$ cat src/sv/als_pkg.sv
`timescale 1ns / 1ps
// Shared types, widths and constants of the acceleration-limited step-rate block.
// No dependencies; every other file imports this package.
package als_pkg;

   localparam int AXIS_W       = 3;
   localparam int POS_W        = 32;
   localparam int VEL_W        = 32;
   localparam int LIMIT_W      = 31;
   localparam int STEPS_W      = 31;
   localparam int HALF_W       = 31;
   localparam int PERIOD_W     = 25;

   localparam logic [PERIOD_W-1:0] PERIOD_RESET = 25'd1000;

   localparam int NUM_AXES_DEF  = 8;
   localparam int CLOCK_MHZ_DEF = 133;

   // Step timing constants: pulses for at most MIN_STEPS steps are not generated,
   // the half-period loses HALF_OFFSET ticks and is set to 1 if it would fall below MIN_TICKS.
   localparam int MIN_STEPS   = 2;
   localparam int HALF_OFFSET = 15;
   localparam int MIN_TICKS   = 3;

   typedef enum logic [2:0] {
      ST_IDLE,
      ST_DELTA,
      ST_CLAMP,
      ST_MAG,
      ST_DIV_START,
      ST_DIV,
      ST_FINISH
   } ctrl_state_type;

   typedef struct packed {
      logic load;
      logic delta;
      logic clamp;
      logic mag;
      logic div_start;
      logic out_load;
   } ctrl_cmd_type;

   typedef struct packed {
      logic div_busy;
      logic out_busy;
   } dp_status_type;

endpackage

$ cat src/sv/als_req_if.sv
`timescale 1ns / 1ps
// Request channel: valid/ready handshake carrying one axis update.
// Depends on als_pkg for the field widths.
interface als_req_if
   import als_pkg::*;
();
   logic                 valid;
   logic                 ready;
   logic [AXIS_W-1:0]    axis_index;
   logic [POS_W-1:0]     target_position;
   logic [POS_W-1:0]     current_position;
   logic [LIMIT_W-1:0]   accel_limit;
   logic [STEPS_W-1:0]   steps_reported;

   modport source (
      output valid, axis_index, target_position, current_position, accel_limit,
             steps_reported,
      input  ready
   );

   modport sink (
      input  valid, axis_index, target_position, current_position, accel_limit,
             steps_reported,
      output ready
   );
endinterface

$ cat src/sv/als_rsp_if.sv
`timescale 1ns / 1ps
// Response channel: valid/ready handshake carrying one step-rate result.
// Depends on als_pkg for the field widths.
interface als_rsp_if
   import als_pkg::*;
();
   logic                     valid;
   logic                     ready;
   logic [HALF_W-1:0]        half_period_ticks;
   logic                     direction;
   logic signed [VEL_W-1:0]  limited_velocity;
   logic [POS_W-1:0]         new_position;
   logic signed [VEL_W-1:0]  achieved_velocity;

   modport source (
      output valid, half_period_ticks, direction, limited_velocity, new_position,
             achieved_velocity,
      input  ready
   );

   modport sink (
      input  valid, half_period_ticks, direction, limited_velocity, new_position,
             achieved_velocity,
      output ready
   );
endinterface

$ cat src/sv/als_divider.sv
`timescale 1ns / 1ps
// Restoring unsigned divider, one quotient bit per cycle.
// Depends on als_pkg only for the velocity width of the divisor.
module als_divider
   import als_pkg::*;
#(
   parameter int DIVIDEND_W = 33
) (
   input  logic                  clock,
   input  logic                  reset,
   input  logic                  start,
   input  logic [DIVIDEND_W-1:0] dividend,
   input  logic [VEL_W-1:0]      divisor,
   output logic                  busy,
   output logic [DIVIDEND_W-1:0] quotient
);

   localparam int CNT_W = $clog2(DIVIDEND_W + 1);

   logic [VEL_W:0]        rem_ff,  rem_in;
   logic [DIVIDEND_W-1:0] quo_ff,  quo_in;
   logic [VEL_W-1:0]      div_ff,  div_in;
   logic [CNT_W-1:0]      cnt_ff,  cnt_in;
   logic                  busy_ff, busy_in;
   logic [VEL_W+1:0]      trial;

   always_comb begin
      rem_in  = rem_ff;
      quo_in  = quo_ff;
      div_in  = div_ff;
      cnt_in  = cnt_ff;
      busy_in = busy_ff;
      // The partial remainder stays below the divisor, so its top bit is free.
      trial   = {1'b0, rem_ff[VEL_W-1:0], quo_ff[DIVIDEND_W-1]} - {2'b00, div_ff};
      if (start) begin
         rem_in  = '0;
         quo_in  = dividend;
         div_in  = divisor;
         cnt_in  = CNT_W'(DIVIDEND_W);
         busy_in = 1'b1;
      end else if (busy_ff) begin
         if (!trial[VEL_W+1]) begin
            rem_in = trial[VEL_W:0];
         end else begin
            rem_in = {rem_ff[VEL_W-1:0], quo_ff[DIVIDEND_W-1]};
         end
         quo_in = {quo_ff[DIVIDEND_W-2:0], ~trial[VEL_W+1]};
         cnt_in = cnt_ff - CNT_W'(1);
         if (cnt_ff == CNT_W'(1)) begin
            busy_in = 1'b0;
         end
      end
   end

   always_ff @(posedge clock) begin
      rem_ff <= rem_in;
      quo_ff <= quo_in;
      div_ff <= div_in;
      if (reset) begin
         cnt_ff  <= '0;
         busy_ff <= 1'b0;
      end else begin
         cnt_ff  <= cnt_in;
         busy_ff <= busy_in;
      end
   end

   assign busy     = busy_ff;
   assign quotient = quo_ff;

endmodule

$ cat src/sv/als_datapath.sv
`timescale 1ns / 1ps
// Datapath: input capture, velocity store, clamp, step timing and output register.
// Depends on als_pkg and instantiates als_divider.
module als_datapath
   import als_pkg::*;
#(
   parameter int NUM_AXES  = NUM_AXES_DEF,
   parameter int CLOCK_MHZ = CLOCK_MHZ_DEF
) (
   input  logic                     clock,
   input  logic                     reset,
   input  ctrl_cmd_type             cmd,
   output dp_status_type            status,
   input  logic                     csr_wr_en,
   input  logic [PERIOD_W-1:0]      csr_wr_data,
   input  logic [AXIS_W-1:0]        in_axis,
   input  logic [POS_W-1:0]         in_target,
   input  logic [POS_W-1:0]         in_current,
   input  logic [LIMIT_W-1:0]       in_limit,
   input  logic [STEPS_W-1:0]       in_steps,
   input  logic                     out_ready,
   output logic                     out_valid,
   output logic [HALF_W-1:0]        out_half,
   output logic                     out_dir,
   output logic signed [VEL_W-1:0]  out_applied,
   output logic [POS_W-1:0]         out_newpos,
   output logic signed [VEL_W-1:0]  out_achieved
);

   localparam int MHZ_W  = $clog2(CLOCK_MHZ + 1);
   localparam int PROD_W = PERIOD_W + MHZ_W;
   localparam int Q_W    = (PROD_W > 32) ? PROD_W : 32;

   logic [PERIOD_W-1:0]     period_ff;
   logic [AXIS_W-1:0]       axis_ff;
   logic [POS_W-1:0]        target_ff, current_ff;
   logic [LIMIT_W-1:0]      limit_ff;
   logic [STEPS_W-1:0]      steps_ff;
   logic signed [VEL_W-1:0] vel_ff [NUM_AXES];
   logic signed [VEL_W-1:0] last_ff, req_ff, applied_ff;
   logic signed [VEL_W:0]   delta_ff;
   logic [VEL_W-1:0]        mag_ff;
   logic                    dir_ff;
   logic [PROD_W-1:0]       prod_ff;
   logic [POS_W-1:0]        newpos_ff;
   logic [VEL_W-1:0]        achieved_ff;
   logic                    out_valid_ff;

   logic                    axis_valid;
   logic signed [VEL_W-1:0] last_in, req_in, applied_in;
   logic signed [VEL_W:0]   delta_in, sum_w;
   logic signed [VEL_W+1:0] delta_x, limit_x;
   logic                    div_busy;
   logic [PROD_W-1:0]       quotient;
   logic [Q_W-1:0]          q, q_less;
   logic [HALF_W-1:0]       half_in;

   assign axis_valid = ({{(32-AXIS_W){1'b0}}, axis_ff} < 32'(NUM_AXES));

   always_comb begin
      last_in = '0;
      for (int i = 0; i < NUM_AXES; i++) begin
         if (axis_valid && axis_ff == AXIS_W'(i)) begin
            last_in = vel_ff[i];
         end
      end
      req_in   = signed'(target_ff - current_ff);
      delta_in = {req_in[VEL_W-1], req_in} - {last_in[VEL_W-1], last_in};
   end

   // The clamped value lies between the stored and the requested velocity.
   always_comb begin
      delta_x = {delta_ff[VEL_W], delta_ff};
      limit_x = signed'({3'b000, limit_ff});
      sum_w   = {req_ff[VEL_W-1], req_ff};
      if (delta_x > limit_x) begin
         sum_w = {last_ff[VEL_W-1], last_ff} + signed'({2'b00, limit_ff});
      end else if (delta_x < -limit_x) begin
         sum_w = {last_ff[VEL_W-1], last_ff} - signed'({2'b00, limit_ff});
      end
      applied_in = sum_w[VEL_W-1:0];
      if ((applied_in > 0 && last_ff < 0) || (applied_in < 0 && last_ff > 0)) begin
         applied_in = '0;
      end
   end

   always_comb begin
      q      = Q_W'(quotient >> 1);
      q_less = q - Q_W'(HALF_OFFSET);
      if (mag_ff <= 32'(MIN_STEPS)) begin
         half_in = '0;
      end else if (q < Q_W'(HALF_OFFSET + MIN_TICKS)) begin
         half_in = HALF_W'(1);
      end else if (q_less > Q_W'({HALF_W{1'b1}})) begin
         half_in = {HALF_W{1'b1}};
      end else begin
         half_in = q_less[HALF_W-1:0];
      end
   end

   als_divider #(
      .DIVIDEND_W (PROD_W)
   ) u_divider (
      .clock    (clock),
      .reset    (reset),
      .start    (cmd.div_start),
      .dividend (prod_ff),
      .divisor  (mag_ff),
      .busy     (div_busy),
      .quotient (quotient)
   );

   always_ff @(posedge clock) begin
      if (cmd.load) begin
         axis_ff    <= in_axis;
         target_ff  <= in_target;
         current_ff <= in_current;
         limit_ff   <= in_limit;
         steps_ff   <= in_steps;
      end
      if (cmd.delta) begin
         last_ff  <= last_in;
         req_ff   <= req_in;
         delta_ff <= delta_in;
      end
      if (cmd.clamp) begin
         applied_ff <= applied_in;
      end
      if (cmd.mag) begin
         dir_ff  <= (applied_ff > 0);
         mag_ff  <= applied_ff[VEL_W-1] ? (~applied_ff + 1'b1) : applied_ff;
         prod_ff <= PROD_W'(period_ff) * PROD_W'(CLOCK_MHZ);
         if (applied_ff > 0) begin
            newpos_ff   <= current_ff + {1'b0, steps_ff};
            achieved_ff <= {1'b0, steps_ff};
         end else begin
            newpos_ff   <= current_ff - {1'b0, steps_ff};
            achieved_ff <= ~{1'b0, steps_ff} + 1'b1;
         end
      end
      if (cmd.out_load) begin
         out_half     <= half_in;
         out_dir      <= dir_ff;
         out_applied  <= applied_ff;
         out_newpos   <= newpos_ff;
         out_achieved <= signed'(achieved_ff);
      end
   end

   always_ff @(posedge clock) begin
      if (reset) begin
         period_ff    <= PERIOD_RESET;
         out_valid_ff <= 1'b0;
         for (int i = 0; i < NUM_AXES; i++) begin
            vel_ff[i] <= '0;
         end
      end else begin
         if (csr_wr_en) begin
            period_ff <= csr_wr_data;
         end
         if (cmd.clamp && axis_valid) begin
            for (int i = 0; i < NUM_AXES; i++) begin
               if (axis_ff == AXIS_W'(i)) begin
                  vel_ff[i] <= applied_in;
               end
            end
         end
         if (cmd.out_load) begin
            out_valid_ff <= 1'b1;
         end else if (out_ready) begin
            out_valid_ff <= 1'b0;
         end
      end
   end

   assign out_valid       = out_valid_ff;
   assign status.div_busy = div_busy;
   assign status.out_busy = out_valid_ff && !out_ready;

endmodule

$ cat src/sv/als_ctrl.sv
`timescale 1ns / 1ps
// Controller state machine sequencing one update through the datapath.
// Depends on als_pkg for the state, command and status types.
module als_ctrl
   import als_pkg::*;
(
   input  logic          clock,
   input  logic          reset,
   input  logic          req_valid,
   output logic          req_ready,
   input  dp_status_type status,
   output ctrl_cmd_type  cmd
);

   ctrl_state_type state_ff, state_in;

   always_ff @(posedge clock) begin
      if (reset) begin
         state_ff <= ST_IDLE;
      end else begin
         state_ff <= state_in;
      end
   end

   always_comb begin
      state_in  = state_ff;
      cmd       = '0;
      req_ready = 1'b0;
      case (state_ff)
         ST_IDLE: begin
            // Nothing is taken while reset is held.
            req_ready = !reset;
            if (req_valid && !reset) begin
               cmd.load = 1'b1;
               state_in = ST_DELTA;
            end
         end
         ST_DELTA: begin
            cmd.delta = 1'b1;
            state_in  = ST_CLAMP;
         end
         ST_CLAMP: begin
            cmd.clamp = 1'b1;
            state_in  = ST_MAG;
         end
         ST_MAG: begin
            cmd.mag  = 1'b1;
            state_in = ST_DIV_START;
         end
         ST_DIV_START: begin
            cmd.div_start = 1'b1;
            state_in      = ST_DIV;
         end
         ST_DIV: begin
            if (!status.div_busy) begin
               state_in = ST_FINISH;
            end
         end
         ST_FINISH: begin
            // Wait until the output register is free or is being emptied.
            if (!status.out_busy) begin
               cmd.out_load = 1'b1;
               state_in     = ST_IDLE;
            end
         end
         default: begin
            state_in = ST_IDLE;
         end
      endcase
   end

endmodule

$ cat src/sv/accel_limited_step_rate.sv
`timescale 1ns / 1ps
// Acceleration-limited step-rate generator. A request goes through capture, velocity
// difference, clamp, magnitude, divider start, the divider over a dividend of
// PW = 25 + clog2(CLOCK_MHZ + 1) bits (33 at the default), and the response register.
// Synchronous active-high reset clears all stored axis velocities to zero,
// sets period_us to 1000 and empties the response register.
// Depends on als_pkg, als_req_if, als_rsp_if, als_divider, als_datapath and als_ctrl.
module accel_limited_step_rate
   import als_pkg::*;
#(
   parameter int NUM_AXES  = NUM_AXES_DEF,
   parameter int CLOCK_MHZ = CLOCK_MHZ_DEF
) (
   input  logic                clock,
   input  logic                reset,
   als_req_if.sink             req_chan,
   als_rsp_if.source           rsp_chan,
   input  logic                csr_wr_en,
   input  logic [PERIOD_W-1:0] csr_wr_data
);

   // The controller walks each request transaction through capture, velocity
   // difference, clamp, magnitude and product, then runs the divider for the step
   // half-period. The result goes into an output register, so a new request
   // transaction can be accepted while the previous response still waits.
   // Each axis keeps its last applied velocity; an axis number of NUM_AXES or
   // above reads zero and leaves the store untouched.

   ctrl_cmd_type  cmd;
   dp_status_type status;

   als_ctrl u_ctrl (
      .clock     (clock),
      .reset     (reset),
      .req_valid (req_chan.valid),
      .req_ready (req_chan.ready),
      .status    (status),
      .cmd       (cmd)
   );

   als_datapath #(
      .NUM_AXES  (NUM_AXES),
      .CLOCK_MHZ (CLOCK_MHZ)
   ) u_datapath (
      .clock        (clock),
      .reset        (reset),
      .cmd          (cmd),
      .status       (status),
      .csr_wr_en    (csr_wr_en),
      .csr_wr_data  (csr_wr_data),
      .in_axis      (req_chan.axis_index),
      .in_target    (req_chan.target_position),
      .in_current   (req_chan.current_position),
      .in_limit     (req_chan.accel_limit),
      .in_steps     (req_chan.steps_reported),
      .out_ready    (rsp_chan.ready),
      .out_valid    (rsp_chan.valid),
      .out_half     (rsp_chan.half_period_ticks),
      .out_dir      (rsp_chan.direction),
      .out_applied  (rsp_chan.limited_velocity),
      .out_newpos   (rsp_chan.new_position),
      .out_achieved (rsp_chan.achieved_velocity)
   );

endmodule
$ cat src/flat_wrapper.sv
// flat-port wrapper written by rule: the top's interface ports become plain ports
module accel_limited_step_rate_flat import als_pkg::*;
#(
   parameter int NUM_AXES  = NUM_AXES_DEF,
   parameter int CLOCK_MHZ = CLOCK_MHZ_DEF
)
  (clock, reset, csr_wr_en, csr_wr_data, req_chan_valid, req_chan_axis_index, req_chan_target_position, req_chan_current_position, req_chan_accel_limit, req_chan_steps_reported, req_chan_ready, rsp_chan_valid, rsp_chan_half_period_ticks, rsp_chan_direction, rsp_chan_limited_velocity, rsp_chan_new_position, rsp_chan_achieved_velocity, rsp_chan_ready);
  als_req_if req_chan_i ();
  als_rsp_if rsp_chan_i ();
  input  logic clock;
  input  logic reset;
  input  logic csr_wr_en;
  input  logic [PERIOD_W-1:0] csr_wr_data;
  input wire logic [$bits(req_chan_i.valid)-1:0] req_chan_valid;
  input wire logic [$bits(req_chan_i.axis_index)-1:0] req_chan_axis_index;
  input wire logic [$bits(req_chan_i.target_position)-1:0] req_chan_target_position;
  input wire logic [$bits(req_chan_i.current_position)-1:0] req_chan_current_position;
  input wire logic [$bits(req_chan_i.accel_limit)-1:0] req_chan_accel_limit;
  input wire logic [$bits(req_chan_i.steps_reported)-1:0] req_chan_steps_reported;
  output wire logic [$bits(req_chan_i.ready)-1:0] req_chan_ready;
  output wire logic [$bits(rsp_chan_i.valid)-1:0] rsp_chan_valid;
  output wire logic [$bits(rsp_chan_i.half_period_ticks)-1:0] rsp_chan_half_period_ticks;
  output wire logic [$bits(rsp_chan_i.direction)-1:0] rsp_chan_direction;
  output wire logic [$bits(rsp_chan_i.limited_velocity)-1:0] rsp_chan_limited_velocity;
  output wire logic [$bits(rsp_chan_i.new_position)-1:0] rsp_chan_new_position;
  output wire logic [$bits(rsp_chan_i.achieved_velocity)-1:0] rsp_chan_achieved_velocity;
  input wire logic [$bits(rsp_chan_i.ready)-1:0] rsp_chan_ready;
  assign req_chan_i.valid = req_chan_valid;
  assign req_chan_i.axis_index = req_chan_axis_index;
  assign req_chan_i.target_position = req_chan_target_position;
  assign req_chan_i.current_position = req_chan_current_position;
  assign req_chan_i.accel_limit = req_chan_accel_limit;
  assign req_chan_i.steps_reported = req_chan_steps_reported;
  assign req_chan_ready = req_chan_i.ready;
  assign rsp_chan_valid = rsp_chan_i.valid;
  assign rsp_chan_half_period_ticks = rsp_chan_i.half_period_ticks;
  assign rsp_chan_direction = rsp_chan_i.direction;
  assign rsp_chan_limited_velocity = rsp_chan_i.limited_velocity;
  assign rsp_chan_new_position = rsp_chan_i.new_position;
  assign rsp_chan_achieved_velocity = rsp_chan_i.achieved_velocity;
  assign rsp_chan_i.ready = rsp_chan_ready;
  accel_limited_step_rate #(.NUM_AXES(NUM_AXES), .CLOCK_MHZ(CLOCK_MHZ)) u_core (.clock(clock), .reset(reset), .req_chan(req_chan_i), .rsp_chan(rsp_chan_i), .csr_wr_en(csr_wr_en), .csr_wr_data(csr_wr_data));
endmodule
$ cat config.mk
export PLATFORM = sky130hd
export DESIGN_NAME = accel_limited_step_rate_flat
export DESIGN_NICKNAME = d
export VERILOG_FILES = /design/src/sv/als_pkg.sv /design/src/sv/als_req_if.sv /design/src/sv/als_rsp_if.sv /design/src/sv/als_divider.sv /design/src/sv/als_datapath.sv /design/src/sv/als_ctrl.sv /design/src/sv/accel_limited_step_rate.sv /design/src/flat_wrapper.sv
export SDC_FILE = /design/constraint.sdc
export NUM_CORES = 2
export LEC_CHECK = 0
export BUFFER_PORTS_ARGS = -buffer_cell sky130_fd_sc_hd__buf_2
export CORE_MARGIN = 5
export CORE_UTILIZATION = 55
export CTS_CLUSTER_DIAMETER = 60
export CTS_CLUSTER_SIZE = 24
export DETAILED_ROUTE_END_ITERATION = 10
export GPL_ROUTABILITY_DRIVEN = 0
export PLACE_DENSITY = 0.84
export SETUP_SLACK_MARGIN = 0.1
export SLEW_MARGIN = 20
export SYNTH_ARGS = -nofsm -noshare
export SYNTH_HDL_FRONTEND = slang
export SYNTH_HIERARCHICAL = 1
export SYNTH_SLANG_ARGS = --single-unit
$ cat constraint.sdc
create_clock -name clock -period 11.2 [get_ports clock]
set_input_delay 0.56 -clock clock [delete_from_list [all_inputs] [get_ports clock]]
set_output_delay 0.56 -clock clock [all_outputs]
set_load 0.1 [all_outputs]
==> impl_metrics.json <==
{
  "numCtsBuffers": 68,
  "maxCapViolCount": 0,
  "wl_per_cell_um": 22.48,
  "area_delta_synth_final_pct": 9.974,
  "dominantRegCellSynth": "edfxtp_1",
  "fin_cells": 5997,
  "hpwl_mm": 94.97,
  "p_seq_share_pct": 44.0,
  "synth_most_common_cell": "edfxtp_1",
  "clock_latency_ns": 0.67,
  "h-tree-depth": 3,
  "whs_ns": 0.07271,
  "yosysSeqAreaShare_pct": 52.54,
  "grt_pass1_wl_mm": 204.1,
  "pwr-share-comb_pct": 28.4,
  "run_status": "finished clean",
  "rows": 111,
  "cts_sinks": 905,
  "synth_seq_cells": 905,
  "hold_buffers": 0,
  "syn_avg_cell_area_um2": 11.14,
  "synth_edf_count": 837,
  "critPathMaxFanout": 122,
  "setup_tns_ns": 0,
  "total_leakage_power_nw": 21.52,
  "grt_max_degree": 123,
  "rsz0062_at_grt": "false",
  "boundaryPins": 289,
  "crit_required_ns": 11.61,
  "ctsResizeCount": 0,
  "reg2reg_depth": 26,
  "syn_inst": 4528,
  "wirelength_mm": 134.8,
  "syn_nets": 5051,
  "first_iter_violations": 4703,
  "finalNetCount": 5258,
  "synth_common_cells": "edfxtp_1 (837), nor2_1 (443), ha_1 (340), nand2_1 (321), inv_1 (306)",
  "worst_pin_slew_ns": 1.257,
  "dieWidth_um": 312.8,
  "r2r_setup_slack_ns": 2.56,
  "yosys.area.top_type": "edfxtp_1",
  "synth.area.top_cells": "edfxtp_1 (50%), ha_1 (8.4%), xnor2_1 (3.7%), nor2_1 (3.3%), dfxtp_1 (2.7%)",
  "hold_viol_final": 0,
  "swShare_pct": 34.03,
  "fin_skew_ns": 0.05039,
  "clk_path_buf_depth": 3,
  "drive_gt1_share_pct": 13.14,
  "die_h_um": 312.8,
  "p_int_mw": 6.262,
  "cp-end-kind": "flop",
  "core_area_mm2": 0.09139,
  "first_pass_iters": 9,
  "start_util_pct": 55.18,
  "postRouteAntennaNets": 0,
  "rr_startpoint": "u_core/u_datapath/limit_ff[2]",
  "startpoint_type": "flop",
  "power_density_mw_per_mm2": 171.2,
  "dr_total_vias": 37600,
  "cts_root_buffer": "clkbuf_16",
  "port_buffers": 288,
  "yosysWarningCount": 6,
  "r2r-end": "u_core/u_datapath/vel_ff[1][70]",
  "critPathLaunch": "u_core/u_datapath/limit_ff[2]",
  "grt_pass1_vias": 36330,
  "drc": 0,
  "peakVddDrop_mv": 0.1027,
  "fin_crit_sh_pct": 77.15,
  "setup_viol": 0,
  "critPathCapture": "u_core/u_datapath/vel_ff[1][70]",
  "cts_tree": "done",
  "post-route-util_pct": 60.69,
  "criticalPathCategory": "reg2reg",
  "switchingPower_mw": 3.230,
  "maxSlewHeadroom_pct": 15.61,
  "final.min_clock_period_ns": 8.641,
  "hold_class": "in2reg",
  "fmax_mhz": 115.7,
  "clkTransAtPathRegs_ns": 0.09,
  "vias_per_cell": 6.269,
  "worstPathArrival_ns": 9.05,
  "antenna_found_initial": 27,
  "dieArea_mm2": 0.09784,
  "post_cts_buffers": 0,
  "synth_top_area_share_pct": 49.84,
  "slew_viol_final": 0,
  "async_reset_ff_share_pct": 0,
  "track_usage_pct": 26.19,
  "synth.distinct_cells": 102,
  "power_frac_clock_pct": 27.7,
  "syn_area_mm2": 0.05043,
  "dp.cells": 5849,
  "overflow": 0
}
-- logic make-up after synthesis --
family | count (synthesis) | synth area share [%]
and+or+nand+nor | 1455 | 14.34
DFF | 905 | 52.54
AOI/OAI and AO/OA | 888 | 11.82
buffers and inverters | 509 | 4.059
adders and majority gates | 364 | 9.389
xor gates and xnor gates | 285 | 4.950
muxes | 122 | 2.905
-- how the worst min path moves through the flow --
stage	to	depth (start not counted)	from	slack, ns
after floorplan	u_core/u_datapath/out_achieved[0]	0	u_core/u_datapath/achieved_ff[0]	0.40
after global placement	u_core/u_datapath/out_achieved[19]	0	u_core/u_datapath/achieved_ff[19]	0.40
after detailed placement	u_core/u_datapath/out_achieved[10]	0	u_core/u_datapath/achieved_ff[10]	0.40
after CTS	u_core/u_datapath/steps_ff[28]	1	req_chan_steps_reported[28]	0.06
after global routing	u_core/u_datapath/steps_ff[15]	1	req_chan_steps_reported[15]	0.07
final	u_core/u_datapath/limit_ff[29]	1	req_chan_accel_limit[29]	0.07
-- state kept, by name, indices dropped and copies added, names as in the netlist, 33 cells and up --
signal                                flops
u_core/u_datapath/delta_ff               33
u_core/u_datapath/prod_ff                33
u_core/u_datapath/u_divider/quotient     33
u_core/u_datapath/vel_ff                256
-- layer usage --
layer  global-route usage [%]  share of wire [%]  vias to the layer above
met3                    5.190                 10                      421
li1                         -                  -                    17100
met4                    13.17                5.5                        0
met1                    33.67                 37                    18020
met2                    42.65                 47                     2057
met5                        0                  0                        -
-- power groups by stage --
stage               Clock [mW]  Combinational (mW)  Sequential [mW]
floorplan                    0                1.98             4.20
global placement             0                2.50             4.23
detailed placement           0                2.58             4.24
CTS                       2.65                2.61             4.17
global route              2.79                2.92             4.19
finish                    2.63                2.69             4.18
-- critical path: stages (launching register included) --
cell      delay [ns]
edfxtp_1        0.47
nor3_1          0.34
nand3_1         0.20
nor3_1          0.30
nand2_1         0.12
nor4_1          0.19
buf_4           0.20
nand3_1         0.18
nor3_1          0.30
nand2_1         0.13
nor4_1          0.33
xnor2_1         0.13
ha_1            0.34
nand4_1         0.16
nor4_1          0.41
o21ai_0         0.17
a21oi_1         0.57
or4_1           0.80
o211ai_1        0.19
a22o_1          0.23
or4_1           0.48
or3_1           0.32
nor4_1          0.58
and4b_1         0.35
a21oi_4         0.09
buf_12          0.27
nor4_1          0.42
-- area by class of cell --
cell class	instances	area (µm²)
clock inverters	47	573.1
well taps	1186	1484
multi-input cells	3114	22030
inverters	306	1149
repair buffers	340	1877
clock buffers	75	1792
fillers	6980	35930
diodes	24	60.06
flip-flops and latches	905	26500
-- placed cells by master (no fill, tap or decap), types with 16 or more instances in the layout --
| master | synthesis | layout |
|---|---|---|
| edfxtp_1 | 837 | 837 |
| nor2_1 | 443 | 443 |
| ha_1 | 340 | 340 |
| nand2_1 | 321 | 321 |
| inv_1 | 306 | 305 |
| buf_2 | 28 | 288 |
| a21oi_1 | 249 | 248 |
| xnor2_1 | 214 | 214 |
| nand3_1 | 183 | 183 |
| o21ai_0 | 145 | 141 |
| nor4_1 | 109 | 108 |
| nor3_1 | 91 | 89 |
| clkbuf_16 | 0 | 71 |
| mux2i_1 | 71 | 71 |
| xor2_1 | 71 | 71 |
| dfxtp_1 | 68 | 67 |
| a21o_1 | 61 | 61 |
| o21a_1 | 56 | 56 |
| buf_4 | 7 | 48 |
| nand2b_1 | 47 | 46 |
| or3_1 | 40 | 40 |
| o22ai_1 | 35 | 35 |
| mux2_2 | 35 | 35 |
| nor2b_1 | 35 | 34 |
| a211oi_1 | 33 | 33 |
| o211ai_1 | 31 | 31 |
| nand4_1 | 30 | 30 |
| a31oi_1 | 29 | 28 |
| o31ai_1 | 29 | 27 |
| nor3_2 | 24 | 26 |
| diode_2 | 0 | 24 |
| fa_1 | 24 | 24 |
| o21bai_1 | 23 | 23 |
| a22o_1 | 21 | 21 |
| or2_2 | 19 | 19 |
| nor4b_2 | 18 | 18 |
| and3_1 | 18 | 17 |
| mux4_2 | 16 | 16 |
| or4_1 | 16 | 16 |
-- through the flow --
| step | setup WS, ns | total power [mW] | instance area, µm² |
|---|---|---|---|
| 5_1_grt | 2.226 | 9.903 | 55460 |
| 3_5_place_dp | 3.124 | 6.824 | 52980 |
| 3_3_place_gp | 3.423 | 6.730 | 52980 |
| 4_1_cts | 3.004 | 9.431 | 55350 |
| 2_1_floorplan | 3.020 | 6.178 | 50430 |
| 6_report | 2.559 | 9.492 | 55460 |
Power figures use the tool's default switching activity.
